`src/rtl/core/hck_divider.sv`:
```
// ----------------------------------------------------------------------------
// hck_divider
// Restoring divider, one quotient bit per cycle. Divisor must be nonzero.
// ----------------------------------------------------------------------------
module hck_divider #(
	parameter int NW = 18,
	parameter int DW = 9
) (
	input  logic          clk,
	input  logic          arst_n,
	input  logic          start,
	input  logic [NW-1:0] num,
	input  logic [DW-1:0] den,
	output logic          done,
	output logic [NW-1:0] quo,
	output logic [DW-1:0] rem
);

	localparam int CW = $clog2(NW + 1);

	logic [NW-1:0] quo_q;
	logic [DW-1:0] rem_q;
	logic [DW-1:0] den_q;
	logic [CW-1:0] cnt_q;
	logic          busy_q;
	logic          done_q;
	logic [DW:0]   trial;
	logic          ge;
	logic [DW:0]   diff;

	// one trial subtraction per step
	always_comb begin
		trial = {rem_q, quo_q[NW-1]};
		ge    = trial >= {1'b0, den_q};
		diff  = trial - {1'b0, den_q};
	end

	always_ff @(posedge clk or negedge arst_n) begin
		if (!arst_n) begin
			busy_q <= 1'b0;
			done_q <= 1'b0;
			cnt_q  <= '0;
		end else begin
			done_q <= 1'b0;
			if (start) begin
				busy_q <= 1'b1;
				cnt_q  <= '0;
			end else if (busy_q) begin
				cnt_q <= cnt_q + 1'b1;
				if (cnt_q == CW'(NW - 1)) begin
					busy_q <= 1'b0;
					done_q <= 1'b1;
				end
			end
		end
	end

	// datapath
	always_ff @(posedge clk) begin
		if (start) begin
			quo_q <= num;
			rem_q <= '0;
			den_q <= den;
		end else if (busy_q) begin
			quo_q <= {quo_q[NW-2:0], ge};
			rem_q <= ge ? diff[DW-1:0] : trial[DW-1:0];
		end
	end

	assign done = done_q;
	assign quo  = quo_q;
	assign rem  = rem_q;

endmodule

```
`config.mk`:
```
export PLATFORM = sky130hd
export DESIGN_NAME = hck_divider
export DESIGN_NICKNAME = d
export VERILOG_FILES = /design/src/rtl/core/hck_divider.sv
export SDC_FILE = /design/constraint.sdc
export NUM_CORES = 1
export LEC_CHECK = 0
export BUFFER_PORTS_ARGS = -buffer_cell sky130_fd_sc_hd__clkbuf_2
export CAP_MARGIN = 10
export CORE_MARGIN = 8
export CORE_UTILIZATION = 47
export DETAILED_ROUTE_END_ITERATION = 8
export GPL_ROUTABILITY_DRIVEN = 0
export GPL_TIMING_DRIVEN = 0
export PLACE_DENSITY_LB_ADDON = 0.05
export SYNTH_ARGS = -nofsm -noshare
export SYNTH_HDL_FRONTEND = slang
export SYNTH_SLANG_ARGS = --single-unit
```
`constraint.sdc`:
```
create_clock -name clk -period 2.5 [get_ports clk]
set_input_delay 0.25 -clock clk [delete_from_list [all_inputs] [get_ports clk]]
set_output_delay 0.25 -clock clk [all_outputs]
set_load 0.005 [all_outputs]
```
Word level (Yosys, flattened, before mapping)
Cells that the tools add are included.
{"block": "op_classes", "n_addsub": 2, "n_lt_le_gt_ge": 1, "n_eq_ne": 1, "n_mux": 11, "n_reduce_logical": 1}
{"cell": "18-bit 2-to-1 mux", "count": 2}
{"cell": "10-bit by 9-bit greater-or-equal comparator with 1-bit output", "count": 1}
{"cell": "5-bit 2-to-1 mux", "count": 2}
{"cell": "9-bit 2-to-1 mux", "count": 1}
{"cell": "9-bit subtractor", "count": 1}
{"cell": "1-bit 2-to-1 mux", "count": 6}
{"cell": "5-bit by 1-bit adder with 5-bit output, second input constant", "count": 1}
{"cell": "5-bit == test, second input constant", "count": 1}
{"cell": "2-bit nonzero test", "count": 1}
{"block": "totals", "register_bits": 43, "inputBits": 30, "output_inout_bits": 28, "elab_cells": 22}

Logic depth before layout (Yosys ltp)
{"block": "logic_depth", "depth_word": 4, "mapped_depth": 10, "mapped_depth_nobuf": 9}

Worst setup path before layout
Ideal clock, no wire load.
{"block": "synth_timing", "kind": "reg2reg", "from": "register quo_q[17] (netlist: quo[17])", "to": "register quo_q[0] (netlist: quo[0]), data pin", "setup_time_ns": 0.260, "t_arrival_ns": 2.267, "required_ns": 2.240, "setup_slack_ns": -0.026, "stages_incl_launch_ff": 11, "n_path_buf": 1, "period_less_slack_ns": 2.526, "cell_sequence": "edfxtp_1 > inv_1 > ha_1 > inv_1 > fa_1 > a21o_1 > a221oi_2 > o22ai_2 > or2_1 > buf_6 > mux2_2"}
{"block": "synth_between", "elab_chain_len": 3}
{"element": "start: declaration", "line": "21", "source": "logic [NW-1:0] quo_q;"}
{"element": "start signal: assignment", "line": "61", "source": "quo_q <= num;"}
{"element": "start signal: assignment", "line": "65", "source": "quo_q <= {quo_q[NW-2:0], ge};"}
{"element": "10-bit by 9-bit greater-or-equal comparator with 1-bit output", "line": "34", "source": "ge = trial >= {1'b0, den_q};"}
{"element": "18-bit 2-to-1 mux", "line": "64", "source": "end else if (busy_q) begin"}
{"element": "18-bit 2-to-1 mux", "line": "60", "source": "if (start) begin"}
Every way passes these cells. The select of a mux whose other input is x is not followed.
A chain may end at the register's enable or synchronous reset.

Worst setup path after layout
Same ends and word-level chain as after synthesis.

==> impl_metrics.ini <==
[critical_path]
crit_path_max_incr_delay_ns = 0.39
cp-end-kind = flop
path_buf_inv = 3
worst_setup_path_startpoint = quo[17]
crit_path_top_delay_cell = edfxtp_1
crit_type = flop to flop
cp_cell_sequence = inv_1, ha_2, inv_2, fa_2, a21o_1, a221oi_4, o22ai_2, or2_1, buf_6, mux2_2
cp.required_ns = 2.54
cp.arrival_ns = 2.56
r2r_start = quo[17]
cp_top_family = compound AO/OA/AOI/OAI gates
worst-path-max-fanout = 7
cp-start-kind = flop

[floorplan]
die_y_um = 84.6
fp-row-count = 25
core_area_mm2 = 0.00463
start_util_pct = 47.8
dieArea_mm2 = 0.00716
ios = 58
die_width_um = 84.6

[global_routing]
use_met1_pct = 16.8
grt-busiest-layer = met2
globalRouteOverflowTotal = 0
antenna_found_initial = 0
use_met2_pct = 22.8
grt_pass1_vias = 1811
grt.total_usage_pct = 14.2
grt_max_degree = 19
grt_pass1_wl_um = 8220
grt_use_met3_pct = 5.85

[synth]
synthCells = 185
avgSynthCellArea_um2 = 12.0
synth_area_mm2 = 0.00221
ys_ff_latch = 43
syn_nets = 227
seq_area_frac_synth_pct = 52.7
ys_types = 45
synthTopCellsByArea = edfxtp_1, mux2_2, dfxtp_1
yosysTopAreaCell = edfxtp_1
netlist.area_leader.share_pct = 36.6
yosys_warnings = 0

[sta]
drv_slew = 0
setup_viol = 1
fin_crit_sh_pct = 101
rsz0062_at_grt = true
period_minus_slack_ns = 2.52
tightest_slew_ns = 0.707
finalClockSkew_ns = 0.00393
max_slew_margin_pct = 52.8
setup_ws_ns = -0.0167
max_freq_ghz = 0.397
hold_viol_final = 0

[pwr]
p_leak_nw = 1.22
power.share.combinational_pct = 43.2
power_density_mw_per_mm2 = 892
p_switching_uw = 856
p_total_mw = 2.47
irDropWorstVdd_mv = 0.441
clockPowerShare_pct = 17.0
swShare_pct = 34.6
sequentialPowerShare_pct = 39.8
internal_power_mw = 1.62

[drt]
ant_nets = 0
drt-pass1-iter-count = 4
dr_total_vias = 1682
wl_um = 4920
drt-vias-per-instance = 5.36
drc = 0
wl_per_cell_um = 15.7
initialDrtViolationCount = 68

[cts]
cts_tree = done
cts.sinks = 43
root_buffer = clkbuf_8
numCtsBuffers = 5
insertion_delay_ns = 0.29
clockBufferDepth = 2
htreeDepth = 2
cts.clk_slew.worst_paths_ns = 0.08

[placed_design]
hpwl_um = 3610
dp_cells = 296
numPortBuffers = 57

[layout]
fin_nets = 301
diodes = 0
drive_gt1_share_pct = 40.0
final_cells = 314
layout_common_cells = clkbuf_2, edfxtp_1, mux2_2, inv_1
final_common_cell = clkbuf_2
syn2layout_area_growth_pct = 25.1

[worst_hold_path]
hp-class = input port to flop
hp-start = den[4]

[run_status]
outcome = finished with violations
violations = setup timing

[job]
drv_cap = 0
[final cells by class]
cell class                      instances  area [µm²]
Tap cell                               54        67.6
Multi-Input combinational cell        117         980
Sequential cell                        43        1170
Clock inverter                          2        12.5
Fill cell                             416        1860
Buffer                                  8        45.0
Timing Repair Buffer                   67         363
Inverter                               17        63.8
Clock buffer                            6        72.6
[through the flow]
step	instance area, µm²	setup TNS [ns]	hold slack [ns]	util (%)	setup slack [ns]
floorplan	2220	0	-0.0456	-	0.0408
global placement	2570	-0.268	0.0982	55.5	-0.142
detailed placement	2570	-0.262	0.0965	55.5	-0.141
CTS	2700	0	0.125	58.3	0.00301
global route	2770	-0.454	0.120	59.8	-0.137
finish	2770	-0.0167	0.135	59.8	-0.0167
[flip-flops by register name (all words and copies together), names as in the netlist]
name    count
done        1
cnt_q       5
rem         9
quo        18
busy_q      1
den_q       9
[cell families (layout without fill, tap and decap cells)]
kind of cell,count (synthesis),after routing,synth area share (%)
fa+ha+maj,12,12,7.12
compound gates,37,37,12.5
simple gates,41,41,10.0
flops,43,43,52.7
buf+inv,25,100,4.92
mux,19,19,9.60
xor+xnor,8,8,3.16
[power groups by stage]
stage | logic [mW] | registers, mW | clock network [mW]
final | 1.07 | 0.985 | 0.420
after global routing | 1.19 | 1.00 | 0.459
after CTS | 0.976 | 0.984 | 0.441
after detailed placement | 0.918 | 1.00 | 0
after global placement | 0.917 | 0.999 | 0
after floorplan | 0.647 | 0.986 | 0
[layer usage]
metal  vias up  part of all wire (%)
met5         -                     0
met4         0                  0.98
met3         6                   7.9
met2        49                    46
met1       791                    45
li1        836                     -
[path summary, 6_finish.rpt]
kind                       slack [ns]  endpoint  cells past startpoint
setup / recovery                -0.02    quo[0]                     10
hold / removal                   0.13  den_q[4]                      1
setup reg to reg                -0.02    quo[0]                     10
hold reg to reg                  0.48    rem[8]                      2
max in group asynchronous        2.00    busy_q                      2
min in group asynchronous        0.33  cnt_q[1]                      2
[timing repair]
item,in CTS,in global routing
pin swaps,1,3
buffers inserted,3,6
endpoints found under the hold margin,7,0
endpoints found under the setup margin,4,3
hold buffers,1,0
resized for setup,1,6
[cells in the mapped netlist (all sizes together)]
cell type and count:
a2111oi 1, a211oi 1, a21o 3, a21oi 7
a221o 1, a221oi 1, a311oi 4, a31o 1
a31oi 2, a32o 1, a41oi 1, and3 1
and4 1, buf 4, clkbuf 4, dfrtp 7
dfxtp 9, edfxtp 27, fa 1, ha 11
inv 17, mux2 18, mux2i 1, nand2 9
nand2b 1, nand3 2, nand3b 1, nand4 3
nand4bb 1, nor2 10, nor2b 1, nor3 4
nor4 1, nor4b 4, o211ai 2, o21ai 3
o21bai 4, o22ai 1, o311ai 1, o31ai 3
or2 1, or3 1, xnor2 4, xor2 4
Note: power is estimated with default switching activity, not from simulation.
