`src/rtl/core/hck_pkg.sv`:
```
// ----------------------------------------------------------------------------
// hck_pkg
// Types and constants shared by the HSV color key and median mask block.
// ----------------------------------------------------------------------------
package hck_pkg;

	// configuration register indexes
	localparam logic [2:0] CFG_FRAME_WIDTH    = 3'd0;
	localparam logic [2:0] CFG_FRAME_HEIGHT   = 3'd1;
	localparam logic [2:0] CFG_GREEN_HUE_LOW  = 3'd2;
	localparam logic [2:0] CFG_GREEN_HUE_HIGH = 3'd3;
	localparam logic [2:0] CFG_RED_HUE_HIGH   = 3'd4;
	localparam logic [2:0] CFG_RED_WRAP_LOW   = 3'd5;
	localparam logic [2:0] CFG_SAT_MIN        = 3'd6;
	localparam logic [2:0] CFG_VAL_MIN        = 3'd7;

	// register reset values
	localparam logic [10:0] RST_FRAME_WIDTH  = 11'd640;
	localparam logic [10:0] RST_FRAME_HEIGHT = 11'd480;
	localparam logic [7:0]  RST_GREEN_LOW    = 8'd47;
	localparam logic [7:0]  RST_GREEN_HIGH   = 8'd67;
	localparam logic [7:0]  RST_RED_HIGH     = 8'd8;
	localparam logic [7:0]  RST_RED_WRAP_LOW = 8'd170;
	localparam logic [7:0]  RST_SAT_MIN      = 8'd20;
	localparam logic [7:0]  RST_VAL_MIN      = 8'd15;

	// fixed color limits
	localparam logic [7:0] VALUE_MAX    = 8'd200;
	localparam logic [8:0] HUE_WRAP_TOP = 9'd180;

	// line ring
	localparam int RING_BITS = 3;

	// position counters follow the 11-bit width and height registers
	localparam int POS_W = 11;

	typedef struct packed {
		logic       command;
		logic [7:0] red;
		logic [7:0] green;
		logic [7:0] blue;
	} pix_t;

	typedef struct packed {
		logic mask_bit;
		logic last_of_frame;
	} mask_t;

	typedef struct packed {
		logic [7:0] green_lo;
		logic [7:0] green_hi;
		logic [7:0] red_hi;
		logic [7:0] red_wrap_lo;
		logic [7:0] sat_min;
		logic [7:0] val_min;
	} hue_cfg_t;

	// mark write into the line ring
	typedef struct packed {
		logic                 en;
		logic [RING_BITS-1:0] row;
		logic [POS_W-1:0]     col;
		logic                 mark;
	} ring_wr_t;

	// window scan request: center and last valid row and column
	typedef struct packed {
		logic [POS_W-1:0] orow;
		logic [POS_W-1:0] ocol;
		logic [POS_W-1:0] wlast;
		logic [POS_W-1:0] hlast;
	} scan_req_t;

	typedef enum logic [1:0] {
		C_IDLE,
		C_SAT,
		C_HUE,
		C_DONE
	} cls_state_t;

	typedef enum logic [2:0] {
		T_IDLE,
		T_CLASS,
		T_POST,
		T_DIV,
		T_SCAN,
		T_EMIT
	} top_state_t;

endpackage

```
`src/rtl/core/hck_divider.sv`:
```
// ----------------------------------------------------------------------------
// hck_divider
// Restoring divider, one quotient bit per cycle. Divisor must be nonzero.
// ----------------------------------------------------------------------------
module hck_divider #(
	parameter int NW = 18,
	parameter int DW = 9
) (
	input  logic          clk,
	input  logic          arst_n,
	input  logic          start,
	input  logic [NW-1:0] num,
	input  logic [DW-1:0] den,
	output logic          done,
	output logic [NW-1:0] quo,
	output logic [DW-1:0] rem
);

	localparam int CW = $clog2(NW + 1);

	logic [NW-1:0] quo_q;
	logic [DW-1:0] rem_q;
	logic [DW-1:0] den_q;
	logic [CW-1:0] cnt_q;
	logic          busy_q;
	logic          done_q;
	logic [DW:0]   trial;
	logic          ge;
	logic [DW:0]   diff;

	// one trial subtraction per step
	always_comb begin
		trial = {rem_q, quo_q[NW-1]};
		ge    = trial >= {1'b0, den_q};
		diff  = trial - {1'b0, den_q};
	end

	always_ff @(posedge clk or negedge arst_n) begin
		if (!arst_n) begin
			busy_q <= 1'b0;
			done_q <= 1'b0;
			cnt_q  <= '0;
		end else begin
			done_q <= 1'b0;
			if (start) begin
				busy_q <= 1'b1;
				cnt_q  <= '0;
			end else if (busy_q) begin
				cnt_q <= cnt_q + 1'b1;
				if (cnt_q == CW'(NW - 1)) begin
					busy_q <= 1'b0;
					done_q <= 1'b1;
				end
			end
		end
	end

	// datapath
	always_ff @(posedge clk) begin
		if (start) begin
			quo_q <= num;
			rem_q <= '0;
			den_q <= den;
		end else if (busy_q) begin
			quo_q <= {quo_q[NW-2:0], ge};
			rem_q <= ge ? diff[DW-1:0] : trial[DW-1:0];
		end
	end

	assign done = done_q;
	assign quo  = quo_q;
	assign rem  = rem_q;

endmodule

```
`src/rtl/core/hck_classify.sv`:
```
// ----------------------------------------------------------------------------
// hck_classify
// RGB to HSV and band test for one pixel, using one serial divider for
// saturation and then hue.
// ----------------------------------------------------------------------------
module hck_classify (
	input  logic              clk,
	input  logic              arst_n,
	input  logic              start,
	input  logic [7:0]        red,
	input  logic [7:0]        green,
	input  logic [7:0]        blue,
	input  hck_pkg::hue_cfg_t cfg,
	output logic              done,
	output logic              mark
);

	import hck_pkg::*;

	localparam int NW = 18;
	localparam int DW = 9;

	cls_state_t    state_q, state_n;
	logic [7:0]    v_in, mn_in, diff_in;
	logic [11:0]   x_in;
	logic [7:0]    v_q, diff_q, s_q, h_q;
	logic [11:0]   x_q;
	logic          div_start, div_done;
	logic [NW-1:0] div_num, div_quo;
	logic [DW-1:0] div_den, div_rem;
	logic [8:0]    hq;

	// max, min and shifted hue numerator; red wins ties, then green
	always_comb begin
		v_in = red;
		if (green > v_in) v_in = green;
		if (blue > v_in) v_in = blue;
		mn_in = red;
		if (green < mn_in) mn_in = green;
		if (blue < mn_in) mn_in = blue;
		diff_in = v_in - mn_in;
		if (v_in == red)
			x_in = 12'(green) + 12'(diff_in) * 12'd6 - 12'(blue);
		else if (v_in == green)
			x_in = 12'(blue) + 12'(diff_in) * 12'd8 - 12'(red);
		else
			x_in = 12'(red) + 12'(diff_in) * 12'd10 - 12'(green);
	end

	// divider operands: saturation first, hue second
	always_comb begin
		if (state_q == C_IDLE) begin
			div_num = 18'({diff_in, 8'b0}) - 18'(diff_in) + 18'(v_in[7:1]);
			div_den = 9'(v_in);
		end else begin
			div_num = 18'({x_q, 6'b0}) - 18'({x_q, 2'b0}) + 18'(diff_q);
			div_den = {diff_q, 1'b0};
		end
	end

	hck_divider #(
		.NW(NW),
		.DW(DW)
	) u_div (
		.clk   (clk),
		.arst_n(arst_n),
		.start (div_start),
		.num   (div_num),
		.den   (div_den),
		.done  (div_done),
		.quo   (div_quo),
		.rem   (div_rem)
	);

	// next state
	always_comb begin
		state_n = state_q;
		unique case (state_q)
			C_IDLE: if (start) state_n = (v_in != 8'd0) ? C_SAT : C_DONE;
			C_SAT:  if (div_done) state_n = (diff_q != 8'd0) ? C_HUE : C_DONE;
			C_HUE:  if (div_done) state_n = C_DONE;
			C_DONE: state_n = C_IDLE;
			default: state_n = C_IDLE;
		endcase
	end

	// outputs
	always_comb begin
		div_start = ((state_q == C_IDLE) && start && (v_in != 8'd0))
			|| ((state_q == C_SAT) && div_done && (diff_q != 8'd0));
		done = state_q == C_DONE;
		mark = 1'b0;
		if (s_q >= cfg.sat_min && v_q >= cfg.val_min && v_q <= VALUE_MAX) begin
			if (h_q >= cfg.green_lo && h_q <= cfg.green_hi) mark = 1'b1;
			if (h_q <= cfg.red_hi) mark = 1'b1;
			if (h_q >= cfg.red_wrap_lo && 9'(h_q) <= HUE_WRAP_TOP) mark = 1'b1;
		end
	end

	always_ff @(posedge clk or negedge arst_n) begin
		if (!arst_n) state_q <= C_IDLE;
		else state_q <= state_n;
	end

	// rounded hue, folded into 0..179
	assign hq = div_quo[8:0];

	always_ff @(posedge clk) begin
		if (state_q == C_IDLE && start) begin
			v_q    <= v_in;
			diff_q <= diff_in;
			x_q    <= x_in;
			s_q    <= '0;
			h_q    <= '0;
		end
		if (state_q == C_SAT && div_done) s_q <= div_quo[7:0];
		if (state_q == C_HUE && div_done)
			h_q <= (hq >= HUE_WRAP_TOP) ? 8'(hq - HUE_WRAP_TOP) : hq[7:0];
	end

	logic unused_rem;
	assign unused_rem = ^div_rem;

endmodule

```
`config.mk`:
```
export PLATFORM = sky130hd
export DESIGN_NAME = hck_classify
export DESIGN_NICKNAME = d
export VERILOG_FILES = /design/src/rtl/core/hck_pkg.sv /design/src/rtl/core/hck_divider.sv /design/src/rtl/core/hck_classify.sv
export SDC_FILE = /design/constraint.sdc
export NUM_CORES = 1
export LEC_CHECK = 0
export BUFFER_PORTS_ARGS = -buffer_cell sky130_fd_sc_hd__buf_4
export CORE_UTILIZATION = 45
export CTS_CLUSTER_SIZE = 8
export DETAILED_ROUTE_END_ITERATION = 7
export GPL_TIMING_DRIVEN = 0
export PLACE_DENSITY = 0.64
export SYNTH_ARGS = -nofsm -noshare
export SYNTH_HDL_FRONTEND = slang
export SYNTH_SLANG_ARGS = --single-unit
```
`constraint.sdc`:
```
create_clock -name clk -period 4 [get_ports clk]
set_clock_uncertainty 0.2 [all_clocks]
set_input_delay 0.4 -clock clk [delete_from_list [all_inputs] [get_ports clk]]
set_output_delay 0.4 -clock clk [all_outputs]
set_load 0.005 [all_outputs]
```
=== Yosys cells after proc, flatten, opt, wreduce, memory -nomap -nowiden ===
Index checks and enable logic that the tools add are counted.

* Bits of input ports: 75
* Logic and storage cells: 103
* Flip-flop bits (word level): 89

* Order comparisons: 14
* Eq/ne operators: 9
* $add $sub $neg: 14
* Reduce and logical (&&, ||, !) cells: 17
* Multipliers: 2
* Mux-type cells: 33

{| class="wikitable"
|+ Operators with widths
! kind !! count
|-
| $mux W8 || 9
|-
| $mux W18 || 3
|-
| $sub A12 B8 Y12 || 3
|-
| $ge A8 B8 Y1 || 4
|-
| $add A8 B11 Y12 || 2
|-
| $mux W12 || 2
|-
| $add A17 B8 Y18 || 1
|-
| $add A18 B8 Y18 || 1
|-
| $sub A18 B14 Y18 || 1
|-
| $sub A16 B8 Y17 || 1
|-
| $eq A8 B8 Y1 || 2
|-
| $gt A8 B8 Y1 || 2
|-
| $le A8 B8 Y1 || 2
|-
| $le A8 B8 Y1 const B || 2
|-
| $lt A8 B8 Y1 || 2
|-
| $reduce_bool A8 Y1 || 2
|-
| $add A8 B12 Y12 || 1
|-
| $mul A8 B3 Y11 const B || 1
|-
| $mux W1 || 11
|-
| $ge A10 B9 Y1 || 1
|-
| $mul A8 B2 Y10 const B || 1
|-
| $mux W5 || 2
|-
| $ge A9 B8 Y1 const B || 1
|-
| $logic_and A1 B1 Y1 || 9
|-
| other kinds (16) || 23
|}

=== Depth between registers and ports, before layout ===
* Depth after elaboration: 10
* Depth in mapped cells: 41
* Depth with buffers taken out: 41

=== Hierarchy ===
A second synthesis with hierarchy kept.

* Cell total of the unflattened synthesis: 1342
* Area, all modules: 11818.8 µm²

{| class="wikitable"
|+ By module, submodules not included
! module !! cells each !! instances !! area each (µm²)
|-
| hck_classify || 1163 || 1 || 9605.5
|-
| hck_divider || 179 || 1 || 2213.4
|}

=== Least setup slack after synthesis ===
No wires, ideal clock.

* Path kind: input -> register
* Start: in red[5]
* End: reg x_q[11], data pin
* Path buffers: 0
* Library setup time: 268 ps
* Stages: 35
* Arrival time: 7806 ps
* Setup slack: -4274 ps
* Cell sequence: inv_1 ha_1 a211oi_2 o21bai_2 o21ai_0 nor2_1 a21oi_1 ha_1 and3_1 a221o_1 a21o_1 a31o_2 o21ai_4 o21ai_1 ha_1 fa_1 xor2_1 inv_1 fa_1 a21o_1 nand2_1 nand2_1 mux2i_1 xnor2_1 fa_1 inv_1 ha_1 o21ai_0 a21oi_1 o21ai_0 nand2b_1 a21o_1 a21oi_1 xor2_1 mux2i_1

* Longest elaborated chain between the ends: 10

{| class="wikitable"
|+ Ends and longest elaborated chain
! element !! RTL line !! RTL
|-
| from (decl) || hck_classify.sv:10 || <nowiki>input logic [7:0] red,</nowiki>
|-
| $gt A8 B8 Y1 or $lt A8 B8 Y1 (tied branches) || hck_classify.sv:36, hck_classify.sv:39 ||
|-
| $mux W8 (on tied branches) || hck_classify.sv:36, hck_classify.sv:39 ||
|-
| $gt A8 B8 Y1 or $lt A8 B8 Y1 (tied branches) || hck_classify.sv:37, hck_classify.sv:40 ||
|-
| $mux W8 (on tied branches) || hck_classify.sv:37, hck_classify.sv:40 ||
|-
| $sub A8 B8 Y8 (*) || hck_classify.sv:41 || <nowiki>diff_in = v_in - mn_in;</nowiki>
|-
| named net diff_in[2] || hck_classify.sv:24 || <nowiki>logic [7:0] v_in, mn_in, diff_in;</nowiki>
|-
| $mul A8 B3 Y11 || hck_classify.sv:47 || <nowiki>x_in = 12'(red) + 12'(diff_in) * 12'd10 - 12'(green);</nowiki>
|-
| $add A8 B12 Y12 || hck_classify.sv:47 ||
|-
| $sub A12 B8 Y12 || hck_classify.sv:47 ||
|-
| $mux W12 || hck_classify.sv:44 || <nowiki>else if (v_in == green)</nowiki>
|-
| $mux W12 (*) || hck_classify.sv:42 || <nowiki>if (v_in == red)</nowiki>
|-
| named net x_in[11] || hck_classify.sv:25 || <nowiki>logic [11:0] x_in;</nowiki>
|-
| to (signal assigned) || hck_classify.sv:112 || <nowiki>x_q <= x_in;</nowiki>
|-
| to (decl) || hck_classify.sv:27 || <nowiki>logic [11:0] x_q;</nowiki>
|}

Mark *: on every way through the listed nets, which the timed path passes. The rest lies on a longest branch.
A chain may end at the register's enable or synchronous reset.

=== Worst setup path in the final report ===
* Start: in red[3]
* End: reg x_q[10], data pin

Same word-level chain as after synthesis.

==> metrics <==
failing checks setup timing; CTS buffer count 9; CP max stage delay 610 ps; slew margin rel. 0.249; Routed Antenna Nets 0; first-pass GRT wire length 51700 µm; Die X-Extent 161 µm; row count 57; H-tree lvl count 3; antenna violations before repair 0; sequential fraction of the synthesis area 0.223; DP Wirelength 24500 µm; Ports 77; maximum fanout along the worst path 5; worst setup margin -3630 ps; drt wl/cell 18.7 µm; filler instances 1962; Syn Nets 1590; final period utilization 1.91; Synth warnings 0; final WL 34600 µm; DRT iter0 DRCs 526; layout cells sized above 1 0.310; Worst Setup End Kind register; Hold Vio Cnt, Final 0; post-layout net count 1806; Vias/cell 5.71; Die Ht 161 µm; Slowest-stage cell, CP fa_1; most numerous cell in the Yosys netlist ha_1; status complete, but fails checks; Root Buffer clkbuf_16; max-cap violations 0; cell accounting for the most synthesized area ha_1; worst slew pin tran 1120 ps; area share of the largest cell type after synthesis 0.195; initial core utilization 0.463; path depth of the worst reg2reg path 17; CTS Buffer Depth 2; die area 0.0260 mm²; core area 0.0246 mm²; TritonRoute pass-1 iters 5; Port Buffers 76; mapped cell area 0.0114 mm²; fmax 0.131 GHz; R2R Setup Slk -360 ps; Startpoint Class input port; clk sink count 89; CTS tree yes; top cells by area, synth ha_1 20%, edfxtp_1 19%, xnor2_1 6.4%; commonest cells in the netlist 178 x ha_1, 175 x inv_1, 108 x a21oi_1; routability cong. 0.909; n_diodes 0; Critical Path RT 3900 ps; ys async rst share 0.101; synthesized area per cell 8.71 µm²; drt drc 0; Most used DFF post-synth edfxtp_1; Layout area overhead 36.9%; Syn Inst Count 1309; vias in the first global route 10.1k; GRT Total Usage 0.252; clk_lat worst skew 350 ps; pin count of the biggest net entering global routing 29; Setup WS pre-CTS -5300 ps; fin. max-slew vios 0; Final setup viols 91; total number of vias 10.6k; crit path time final 7630 ps; Distinct cells, synth 92; critical path type in2reg; WP data arrival 7540 ps; RSZ-0062 raised after global routing true; cell repeated most along the worst path ha_4; Reg2Reg Capture Point u_div.quo[17]; reg2reg start diff_q[3]; Overflow after GRT 0; Reg clk slew, reported paths 70 ps; hold crit path type in2async; #FFs+latches synth 89; Post-synth EDFFs 71
[sequential cells by signal (all words and copies together), names as in the netlist]
name          flops
u_div.quo        18
x_q              12
u_div.den_q       9
u_div.rem         9
diff_q            8
h_q               8
s_q               8
v_q               8
u_div.cnt_q       5
state_q           2
u_div.busy_q      1
u_div.done        1
[kinds of logic (layout without fill, tap and decap cells)]
group	Yosys count	after routing	share of synthesized area
compound gates	347	347	0.199
xor+xnor	111	111	0.0884
fa+ha+maj	207	207	0.245
buf+inv	205	425	0.0688
flops	89	89	0.223
mux	39	39	0.0356
simple gates	311	312	0.140
[worst max-delay path: cells and delay by family]
kind	cells	cell delay (ps)
and+or+nand+nor	7	820
buffers and inverters	6	800
adders and majority gates	8	2490
xor gates and xnor gates	2	310
AOI/OAI and AO/OA	16	2690
[per-layer routing]
| metal | vias to the layer above | global-route usage | wire (µm) |
|---|---|---|---|
| li1 | 5094 | - | - |
| met1 | 5029 | 0.317 | 14300 |
| met2 | 371 | 0.445 | 17400 |
| met3 | 92 | 0.0288 | 1770 |
| met4 | 0 | 0.0901 | 1160 |
| met5 | - | 0 | 0 |
[cells in the final DEF, fill, tap and decap left out, drive strengths merged, types with 5 or more instances in the layout]
master / instances
o211ai: 9
ha: 178
a21o: 29
nand2: 69
a31oi: 13
and2: 7
fa: 28
dfxtp: 9
o21ai: 79
xor2: 25
mux2i: 30
dfrtp: 9
o22ai: 5
nand2b: 28
and4: 5
nor3: 15
mux2: 9
nor2: 81
nor4: 9
edfxtp: 71
a211oi: 19
a21boi: 8
a21oi: 110
nor2b: 19
o21a: 7
and3: 17
xnor2: 84
clkbuf: 27
nand4: 19
o21bai: 15
inv: 179
o31ai: 6
nand3: 27
buf: 211
[repair_timing]
action / CTS / global route
resized for setup: 155 / 180
pin swaps: 67 / 87
endpoints found under the hold margin: 9 / 0
buffers inserted: 87 / 38
hold buffers: 1 / 0
setup endpoints to repair: 98 / 95
cloned: 0 / 3
[per-stage QoR]
stage | utilization | TNS (ps) | instance area [µm²] | hold slack [ps] | std cells
floorplan | - | -141600 | 11700 | -95.6 | 1309
global placement | 0.516 | -281360 | 12700 | 27.0 | 1709
detailed placement | 0.516 | -284560 | 12700 | 28.4 | 1710
CTS | 0.586 | -181180 | 14400 | 202 | 1814
global route | 0.634 | -180810 | 15600 | 219 | 1854
finish | 0.634 | -166990 | 15600 | 204 | 1854
[how the worst max path moves through the flow]
| stage | to | startpoint | slack [ps] |
|---|---|---|---|
| 3_5_place_dp | x_q[11] | red[5] | -5300 |
| 6_report | x_q[10] | red[3] | -3630 |
| 3_3_place_gp | x_q[11] | red[5] | -5260 |
| 5_1_grt | x_q[10] | red[6] | -3900 |
| 2_1_floorplan | x_q[11] | red[5] | -3670 |
| 4_1_cts | x_q[11] | red[5] | -3620 |
[layout make-up]
cell class	instances	area (µm²)	area share
Inverter	181	727	0.0466
Tap cell	324	405	0.0260
Timing Repair Buffer	204	1780	0.114
Sequential cell	89	2540	0.163
Buffer	24	194	0.0124
Multi-Input combinational cell	1016	9670	0.620
Clock buffer	11	254	0.0163
Clock inverter	5	35.0	0.00225
Power is left out: the tool's default activity adds up to more than one toggle a clock period on the data nets, which glitch-free logic cannot reach.
